<file path="src/design/mmof_pkg.sv">
// Shared constants, types and helpers of the multimode one-pole filter.
`default_nettype none
package mmof_pkg;

  localparam int ORDER_MAX   = 16;
  localparam int SAMPLE_BITS = 24;
  localparam int IDX_W       = (ORDER_MAX > 1) ? $clog2(ORDER_MAX) : 1;
  localparam int ST_W        = 32;   // stage state width
  localparam int OPND_W      = 36;   // multiplier data operand
  localparam int COEF_W      = 20;   // multiplier coefficient operand
  localparam int MUL_W       = 41;   // rounded product
  localparam int WIDE_W      = MUL_W + 1;
  localparam int CFG_DATA_W  = 20;
  localparam int CFG_IDX_W   = 3;

  localparam logic [2:0] MODE_BYPASS = 3'd0;
  localparam logic [2:0] MODE_LOW1   = 3'd1;
  localparam logic [2:0] MODE_HIGH1  = 3'd2;
  localparam logic [2:0] MODE_BAND1  = 3'd3;
  localparam logic [2:0] MODE_LOWN   = 3'd4;
  localparam logic [2:0] MODE_HIGHN  = 3'd5;
  localparam logic [2:0] MODE_BANDN  = 3'd6;
  localparam logic [2:0] MODE_UNUSED = 3'd7;

  localparam logic [CFG_IDX_W-1:0] REG_MODE   = 3'd0;
  localparam logic [CFG_IDX_W-1:0] REG_STAGES = 3'd1;
  localparam logic [CFG_IDX_W-1:0] REG_FREQ   = 3'd2;
  localparam logic [CFG_IDX_W-1:0] REG_RESO   = 3'd3;
  localparam logic [CFG_IDX_W-1:0] REG_SGAIN  = 3'd4;
  localparam logic [CFG_IDX_W-1:0] REG_OGAIN  = 3'd5;

  localparam logic [16:0] FREQ_ONE = 17'd65536;

  typedef struct packed {
    logic [2:0]  filter_mode;
    logic [4:0]  stage_count;
    logic [16:0] freq_coef;
    logic [15:0] reso_coef;
    logic [19:0] stage_gain;
    logic [19:0] out_gain;
  } cfg_t;

  // Saturate a wide signed value to the int32 range.
  function automatic logic signed [ST_W-1:0] sat32(input logic signed [WIDE_W-1:0] v);
    logic [WIDE_W-ST_W:0] top;
    top = v[WIDE_W-1:ST_W-1];
    if (top == '0 || top == '1) begin
      return v[ST_W-1:0];
    end else if (v[WIDE_W-1]) begin
      return {1'b1, {(ST_W-1){1'b0}}};
    end else begin
      return {1'b0, {(ST_W-1){1'b1}}};
    end
  endfunction

  // Saturating difference of two state values.
  function automatic logic signed [ST_W-1:0] sat_sub(input logic signed [ST_W-1:0] a,
                                                     input logic signed [ST_W-1:0] b);
    return sat32(WIDE_W'(a) - WIDE_W'(b));
  endfunction

endpackage
`default_nettype wire

</file>
<file path="src/design/mmof_mul.sv">
// Shared coefficient multiplier with round-half-up Q16 scaling.
`default_nettype none
module mmof_mul (
  input  wire logic        [mmof_pkg::COEF_W-1:0] coef,
  input  wire logic signed [mmof_pkg::OPND_W-1:0] opnd,
  output logic signed      [mmof_pkg::MUL_W-1:0]  prod
);

  localparam int FULL_W = mmof_pkg::COEF_W + 1 + mmof_pkg::OPND_W;

  logic signed [FULL_W-1:0] full;
  logic signed [FULL_W-1:0] rnd;

  always_comb begin
    full = $signed({1'b0, coef}) * opnd;
    rnd  = full + FULL_W'(32768);
  end

  // floor shift by 16 is the upper slice
  assign prod = rnd[16 +: mmof_pkg::MUL_W];

endmodule
`default_nettype wire

</file>
<file path="config.mk">
export PLATFORM = sky130hd
export DESIGN_NAME = mmof_mul
export DESIGN_NICKNAME = d
export VERILOG_FILES = /design/src/design/mmof_pkg.sv /design/src/design/mmof_mul.sv
export SDC_FILE = /design/constraint.sdc
export NUM_CORES = 2
export LEC_CHECK = 0
export BUFFER_PORTS_ARGS = -buffer_cell sky130_fd_sc_hd__clkbuf_2
export CORE_MARGIN = 2
export CORE_UTILIZATION = 55
export DETAILED_ROUTE_END_ITERATION = 8
export PLACE_DENSITY = 0.7
export SYNTH_ARGS = -nofsm -noshare
export SYNTH_HDL_FRONTEND = slang
export SYNTH_SLANG_ARGS = --single-unit
</file>
<file path="constraint.sdc">
create_clock -name vclk -period 10
set_clock_uncertainty 0.15 [all_clocks]
set_input_delay 1 -clock vclk [all_inputs]
set_output_delay 1 -clock vclk [all_outputs]
set_load 0.01 [all_outputs]
</file>
==> impl_metrics.tcl <==
set metrics [dict create \
    status "completed" \
    die_w_microns 219 \
    critical_path_buf_inv_count 5 \
    die_y_microns 219 \
    dieArea_sq_um 48000 \
    syn_avg_cell_area_sq_um 8.89 \
    critPathMaxFanout 36 \
    required_ps 8850 \
    layout_min_cycle_time_ps 9410 \
    timing.final.ws_setup_ps 588 \
    rows 78 \
    first_iter_violations 1020 \
    ys_top_cells_by_area "fa_1 56%, inv_1 12%, ha_1 8.5%" \
    period_share_pct 94.1 \
    final_max_slew_viol_count 0 \
    crit_path_start_kind "input port" \
    post-place-ws_ps 568 \
    multi_input_area_sq_um 21800 \
    finalHoldViolCount 0 \
    antenna_found_initial 2 \
    worst_pin_slew_ps 901 \
    hp-class "in -> out" \
    critPathArrivalTime_ps 8260 \
    final-seq-area_sq_um 0 \
    ys_seq_area_share_pct 0 \
    crit_path_frequent_cell "fa_1" \
    ant_nets 0 \
    postCtsHoldBufs 0 \
    cp_top_family "adder cells" \
    hpwl_microns 52600 \
    dpl.cell_count 3426 \
    grt_remaining_overflow 0 \
    seq_cell_count 0 \
    finalNetCount 3763 \
    max_stage_delay_ps 690 \
    drc 0 \
    io_buffers 97 \
    grt_pass1_wl_microns 108000 \
    nClkBuffers 0 \
    wirelength_microns 63000 \
    wl_per_cell_microns 18.4 \
    crit_start "coef[3]" \
    post_cts_buffers 0 \
    netlist_area_sq_um 25400 \
    firstDrtPassIters 5 \
    via_per_inst 5.32 \
    synth_cells 2861 \
    routabilityCongestion 0.902 \
    grt_usage_pct 28.7 \
    yosysWarnings 0 \
    slew_headroom_pct 39.9 \
    grt_max_degree 37 \
    synth_cell_types 50 \
    drive_above_1_share_pct 4.60 \
    setup_viol 0 \
    crit_path_end "prod[40]" \
    cp-end-kind "primary output" \
    synth_nets 3796 \
    fillers 4066 \
    finalSetupTns_ps 0 \
    yosys-top-cells-count "817 x inv_1, 707 x fa_1, 401 x nand2_1, 341 x and2_1, 172 x ha_1" \
    vias 18200 \
    grt_pass1_vias 20700 \
    maxCapViolCount 0 \
    initial_core_util_pct 55.9 \
    critPathKind "in -> out" \
    cp_num_cells 22 \
    yosys.cell_count.top_type "inv_1" \
    synth_top_cell_by_area "fa_1" \
    fin_cells 3426 \
    slowest_stage "fa_1" \
    num_antenna_cells 0 \
    worstPathCellList "clkbuf_2, nand2_1, fa_1, inv_1, fa_1, fa_1, fa_1, fa_1, fa_1, inv_1, fa_1, inv_1, ha_1, nand2_1, nor4_1, o21ai_1, a311o_1, and3_1, nor2b_1, o31ai_1, xnor2_1, clkbuf_2" \
    pin_count 97 \
    rsz0062_at_grt "no" \
    max_clock_freq_mhz 106 \
    cts_resized 0 \
    post-synth-top-area-fraction_pct 55.6 \
    core_area_sq_um 45500 \
    area_growth_pct 3.29 \
]
==> final cells by class <==
cell class         instances  share of cell area, %
multi-input cells       1892                   83.0
inverters                817                   11.7
repair buffers           117                   2.51
well taps                600                   2.86
==> worst min-delay path by stage <==
stage | cells after the start | slack (ps) | endpoint | startpoint
finish | 7 | 2980 | prod[1] | opnd[1]
CTS | 7 | 2980 | prod[1] | opnd[1]
floorplan | 5 | 2370 | prod[1] | opnd[1]
global placement | 7 | 2950 | prod[1] | opnd[1]
global route | 7 | 3100 | prod[1] | opnd[1]
detailed placement | 7 | 2980 | prod[1] | opnd[1]
==> kinds of logic (layout without fill, tap and decap cells) <==
| kind of cell | after synthesis | in the layout | share of synthesized area, % |
|---|---|---|---|
| xor gates and xnor gates | 49 | 49 | 1.69 |
| AOI/OAI and AO/OA | 144 | 144 | 3.96 |
| adders and majority gates | 879 | 879 | 64.1 |
| and+or+nand+nor | 820 | 820 | 15.9 |
| buffers and inverters | 969 | 934 | 14.3 |
==> per-layer routing <==
layer | wire length, microns | GRT usage [%] | part of all wire, % | up-vias
met5 | 29 | 0 | 0.046 | -
met4 | 1650 | 7.23 | 2.6 | 4
met3 | 4430 | 4.13 | 7.0 | 129
met2 | 31100 | 48.8 | 49 | 658
met1 | 25800 | 38.8 | 41 | 9422
li1 | - | - | - | 8002
==> worst min-delay path: stages <==
cell and delay, ps:
clkbuf_2 270, nand2_2 210, o41ai_4 130, nand3_1 100
and3_1 200, xnor2_1 80, clkbuf_2 130
==> per-stage QoR <==
| step | hold WS, ps | cell area, sq um | utilization, % |
|---|---|---|---|
| after floorplan | 2370 | 25400 | - |
| after detailed placement | 2980 | 26300 | 57.8 |
| after global placement | 2950 | 26300 | 57.8 |
| after CTS | 2980 | 26300 | 57.8 |
| final | 2980 | 26300 | 57.8 |
| after global routing | 3100 | 26300 | 57.8 |
==> placed cells by master, fill, tap and decap left out, drive strengths merged, types with 4 or more instances in the layout <==
cell	Yosys	layout
inv	817	817
nand3	14	14
nand2	402	402
xnor2	34	34
nor2	19	19
o31ai	4	4
clkbuf	148	97
buf	4	20
o21ai	21	21
a21oi	48	48
and2	341	341
a21o	23	23
o21bai	8	8
fa	707	707
a31oi	6	6
nand4	12	12
o21a	4	4
a211oi	9	9
nor3	13	13
xor2	15	15
nor2b	7	7
ha	172	172
Power is left out: the tool's default activity adds up to more than one toggle a clock period on the data nets, which glitch-free logic cannot reach.
