===== config.mk =====
export PLATFORM = sky130hd
export DESIGN_NAME = mmof_cfg
export DESIGN_NICKNAME = d
export VERILOG_FILES = /design/src/design/mmof_pkg.sv /design/src/design/mmof_cfg.sv
export SDC_FILE = /design/constraint.sdc
export NUM_CORES = 1
export LEC_CHECK = 0
export ABC_AREA = 1
export BUFFER_PORTS_ARGS = -buffer_cell sky130_fd_sc_hd__buf_2
export CAP_MARGIN = 20
export CORE_MARGIN = 2
export CORE_UTILIZATION = 50
export CTS_BUF_LIST = sky130_fd_sc_hd__clkbuf_4
export DETAILED_ROUTE_END_ITERATION = 7
export GPL_TIMING_DRIVEN = 0
export PLACE_DENSITY = 0.82
export SETUP_SLACK_MARGIN = 0.15
export SLEW_MARGIN = 20
export SYNTH_ARGS = -nofsm -noshare
export SYNTH_HDL_FRONTEND = slang
export SYNTH_SLANG_ARGS = --single-unit

===== constraint.sdc =====
create_clock -name clk -period 1.4 [get_ports clk]
set_input_delay 0.07 -clock clk [delete_from_list [all_inputs] [get_ports clk]]
set_output_delay 0.07 -clock clk [all_outputs]
set_load 0.05 [all_outputs]

===== src/design/mmof_pkg.sv =====
// Shared constants, types and helpers of the multimode one-pole filter.
`default_nettype none
package mmof_pkg;

  localparam int ORDER_MAX   = 16;
  localparam int SAMPLE_BITS = 24;
  localparam int IDX_W       = (ORDER_MAX > 1) ? $clog2(ORDER_MAX) : 1;
  localparam int ST_W        = 32;   // stage state width
  localparam int OPND_W      = 36;   // multiplier data operand
  localparam int COEF_W      = 20;   // multiplier coefficient operand
  localparam int MUL_W       = 41;   // rounded product
  localparam int WIDE_W      = MUL_W + 1;
  localparam int CFG_DATA_W  = 20;
  localparam int CFG_IDX_W   = 3;

  localparam logic [2:0] MODE_BYPASS = 3'd0;
  localparam logic [2:0] MODE_LOW1   = 3'd1;
  localparam logic [2:0] MODE_HIGH1  = 3'd2;
  localparam logic [2:0] MODE_BAND1  = 3'd3;
  localparam logic [2:0] MODE_LOWN   = 3'd4;
  localparam logic [2:0] MODE_HIGHN  = 3'd5;
  localparam logic [2:0] MODE_BANDN  = 3'd6;
  localparam logic [2:0] MODE_UNUSED = 3'd7;

  localparam logic [CFG_IDX_W-1:0] REG_MODE   = 3'd0;
  localparam logic [CFG_IDX_W-1:0] REG_STAGES = 3'd1;
  localparam logic [CFG_IDX_W-1:0] REG_FREQ   = 3'd2;
  localparam logic [CFG_IDX_W-1:0] REG_RESO   = 3'd3;
  localparam logic [CFG_IDX_W-1:0] REG_SGAIN  = 3'd4;
  localparam logic [CFG_IDX_W-1:0] REG_OGAIN  = 3'd5;

  localparam logic [16:0] FREQ_ONE = 17'd65536;

  typedef struct packed {
    logic [2:0]  filter_mode;
    logic [4:0]  stage_count;
    logic [16:0] freq_coef;
    logic [15:0] reso_coef;
    logic [19:0] stage_gain;
    logic [19:0] out_gain;
  } cfg_t;

  // Saturate a wide signed value to the int32 range.
  function automatic logic signed [ST_W-1:0] sat32(input logic signed [WIDE_W-1:0] v);
    logic [WIDE_W-ST_W:0] top;
    top = v[WIDE_W-1:ST_W-1];
    if (top == '0 || top == '1) begin
      return v[ST_W-1:0];
    end else if (v[WIDE_W-1]) begin
      return {1'b1, {(ST_W-1){1'b0}}};
    end else begin
      return {1'b0, {(ST_W-1){1'b1}}};
    end
  endfunction

  // Saturating difference of two state values.
  function automatic logic signed [ST_W-1:0] sat_sub(input logic signed [ST_W-1:0] a,
                                                     input logic signed [ST_W-1:0] b);
    return sat32(WIDE_W'(a) - WIDE_W'(b));
  endfunction

endpackage
`default_nettype wire


===== src/design/mmof_cfg.sv =====
// Configuration register file of the multimode one-pole filter.
`default_nettype none
module mmof_cfg (
  input  wire logic                                clk,
  input  wire logic                                rst_n,
  input  wire logic                                cfg_valid,
  input  wire logic [mmof_pkg::CFG_IDX_W-1:0]      cfg_index,
  input  wire logic [mmof_pkg::CFG_DATA_W-1:0]     cfg_data,
  output logic                                     cfg_ready,
  output mmof_pkg::cfg_t                           cfg
);

  mmof_pkg::cfg_t cfg_r, cfg_nxt;

  assign cfg_ready = 1'b1;
  assign cfg       = cfg_r;

  always_comb begin
    cfg_nxt = cfg_r;
    if (cfg_valid) begin
      unique case (cfg_index)
        mmof_pkg::REG_MODE:   cfg_nxt.filter_mode = cfg_data[2:0];
        mmof_pkg::REG_STAGES: cfg_nxt.stage_count = cfg_data[4:0];
        mmof_pkg::REG_FREQ:   cfg_nxt.freq_coef   = cfg_data[16:0];
        mmof_pkg::REG_RESO:   cfg_nxt.reso_coef   = cfg_data[15:0];
        mmof_pkg::REG_SGAIN:  cfg_nxt.stage_gain  = cfg_data[19:0];
        mmof_pkg::REG_OGAIN:  cfg_nxt.out_gain    = cfg_data[19:0];
        default:              cfg_nxt = cfg_r;
      endcase
    end
  end

  always_ff @(posedge clk) begin
    if (!rst_n) begin
      cfg_r.filter_mode <= mmof_pkg::MODE_LOW1;
      cfg_r.stage_count <= 5'd1;
      cfg_r.freq_coef   <= 17'd8704;
      cfg_r.reso_coef   <= 16'd0;
      cfg_r.stage_gain  <= 20'd65536;
      cfg_r.out_gain    <= 20'd65536;
    end else begin
      cfg_r <= cfg_nxt;
    end
  end

endmodule
`default_nettype wire


==> run summary <==
Async set-or-reset flop fraction in the synthesized netlist: 0%
Root Buffer: clkbuf_4
Post-Layout Inst Area: 4120 µm²
Commonest cells post-synth: nor2_1, nand2_1, dfxtp_1, nand3_1, inv_1
Ranking of synthesized cells by area: dfxtp_1, nor2_1, nand3_1
Dpl cell area: 3910 µm²
Port buffer count: 105
Synth warn: 0
Post-Route WL: 8830 µm
Count leader, synth: nor2_1
Max H-tree Level: 3
TritonCTS clock tree: built
Post-CTS sizing: 0
Vias per cell: 4.97
Cells after synthesis: 475
Share of post-route cells with drive strength above 1: 24.2%
Rows: 29
Crit path capture type: output port
Final ANT Viol Nets: 0
Worst-path clk slew: 0.14 ns
Cell chain of the critical path: buf_2
Final Wtd Congestion: 0.871
Worst slew pin tran: 0.510 ns
Post-Syn Area: 3280 µm²
Min Tclk post-route: 1.18 ns
GR Util All Layers: 24.8%
Max-Slew Margin vs Limit: 66.0%
Sequential power share: 52.4%
Worst skew pair latency: 0.42 ns
Tcrit/Tclk final: 84.1%
Finish-stage setup viols: 0
Num CTS Buffers: 9
Largest area contributor in the netlist: dfxtp_1
Distinct cells, synth: 14
Hold crit path type: in2reg
Critical Path Max Stage Delay: 0.39 ns
IO Count: 108
Synthesized net count: 501
Cell Int Power: 3.14 mW
Worst Path Buf+Inv: 1
Setup Crit Path Kind: reg2out
Initial antenna violation count: 0
Nets: 625
Ys flop type: dfxtp_1
Sequential share of the synthesized area: 49.4%
Largest net degree at the start of global routing: 15
Diode count: 0
Logic gate share of total power: 18.0%
Pwr Density: 1120 nW/µm²
Die area: 7230 µm²
Peak supply drop: 813 µV
Leak pwr: 2.10 nW
Final Hold Fails: 0
1st-iter DRT viols: 181
Max cap viols: 0
CP max-delay cell: dfxtp_1
Post-route DRC violation count: 0
Synthesized flop and latch total: 81
Vias in the first global route: 3063
Clock power frac: 29.5%
Switching power: 1.49 mW
Max Slew Vio Count: 0
Setup Skew: 0 ns
Critical path required time: 1.33 ns
Core box area: 6350 µm²
Chip width: 85.0 µm
Clk buf depth: 2
CP Launch Type: register
RSZ-0062 raised after global routing: no
Synth top area share: 49.4%
Critical path arrival: 1.11 ns
First-pass GRT wire length: 14200 µm
Initial Util: 51.7%
Status: finished clean
Avg Inst Size Synth: 6.91 µm²
Max FFs per register: 81
Final HPWL DP: 6550 µm
GRT overflow: 0
Number of synthesized flops with an enable pin: 0
Largest delay share family, worst path: flip-flops
Routed WL per cell: 13.0 µm
Setup_tns: 0 ns
Area Growth Syn to Fin: 25.6%
Drt pass-1 iters: 5
CP max FO: 2
Clock Sinks: 81
DR vias: 3385
Fmax: 849 MHz
Sw frac: 32.2%
Die Span Y: 85.0 µm
==> cell type report <==
type | count | area, µm²
fillers | 595 | 2230
flip-flops and latches | 81 | 1620
multi-input cells | 338 | 1400
repair buffers | 113 | 606
plain buffers | 30 | 161
inverters | 26 | 97.6
well taps | 77 | 96.3
clock inverters | 7 | 71.3
clock buffers | 9 | 67.6
==> path summary, 6_finish.rpt <==
check,startpoint,endpoint,slack [ns],cells past startpoint
hold reg to reg,cfg[18]$_SDFFE_PN0P_,cfg[18]$_SDFFE_PN0P_,0.49,2
setup / recovery,cfg[16]$_SDFFE_PN1P_,cfg[16],0.22,1
hold / removal,cfg_data[14],cfg[14]$_SDFFE_PN0P_,0.03,5
setup reg to reg,cfg[15]$_SDFFE_PN0P_,cfg[15]$_SDFFE_PN0P_,0.77,2
==> layer usage <==
layer / GRT usage [%] / routed length, µm / up-vias
met3: 3.89 / 714 / 23
met5: 0 / 0 / -
met2: 41.0 / 4060 / 135
met1: 32.4 / 3850 / 1508
met4: 10.2 / 204 / 0
li1: - / - / 1719
==> power groups by stage <==
stage | combinational (mW) | clock (mW) | sequential (mW)
2_1_floorplan | 0.319 | 0 | 2.76
3_3_place_gp | 0.801 | 0 | 2.48
3_5_place_dp | 0.812 | 0 | 2.48
4_1_cts | 0.831 | 1.37 | 2.43
5_1_grt | 0.901 | 1.46 | 2.44
6_report | 0.835 | 1.37 | 2.43
==> cells by family (layout without fill, tap and decap cells) <==
family	after synthesis	in the layout	synth area share, %
simple gates	335	335	42.3
flops	81	81	49.4
buf+inv	56	185	7.89
compound gates	2	2	0.305
other cells	1	1	0.114
==> metrics by stage <==
step	power, mW	worst slack [ns]	util, %	instances	hold WS [ns]
4_1_cts	4.63	0.235	64.9	681	0.0137
6_report	4.63	0.223	64.9	681	0.0320
5_1_grt	4.80	0.195	64.9	681	0.0660
3_5_place_dp	3.29	0.281	61.5	657	0.306
2_1_floorplan	3.07	0.498	-	475	0.183
3_3_place_gp	3.28	0.297	61.5	657	0.291
==> tightest hold or removal path, cell delays in order <==
cell     delay (ns)
buf_2          0.07
inv_1          0.08
nand3_1        0.10
nand2_1        0.05
nor2_1         0.07
==> cell usage in the layout, fill, tap and decap left out, types with 2 or more instances in the layout <==
cell | Yosys | final
dlygate4sd3_1 | 0 | 8
o21ai_0 | 2 | 2
nor2_4 | 4 | 4
buf_2 | 12 | 117
inv_1 | 24 | 24
dfxtp_1 | 81 | 81
buf_1 | 7 | 7
inv_2 | 2 | 2
nand3_1 | 81 | 81
clkbuf_4 | 0 | 9
buf_4 | 7 | 7
clkinvlp_4 | 0 | 5
clkbuf_1 | 3 | 3
nand2_1 | 94 | 94
nor2_1 | 156 | 156
==> timing repair <==
item	CTS	global route
buffers inserted	0	0
hold endpoints to repair	14	0
hold buffers	8	0
Power figures use the tool's default switching activity.
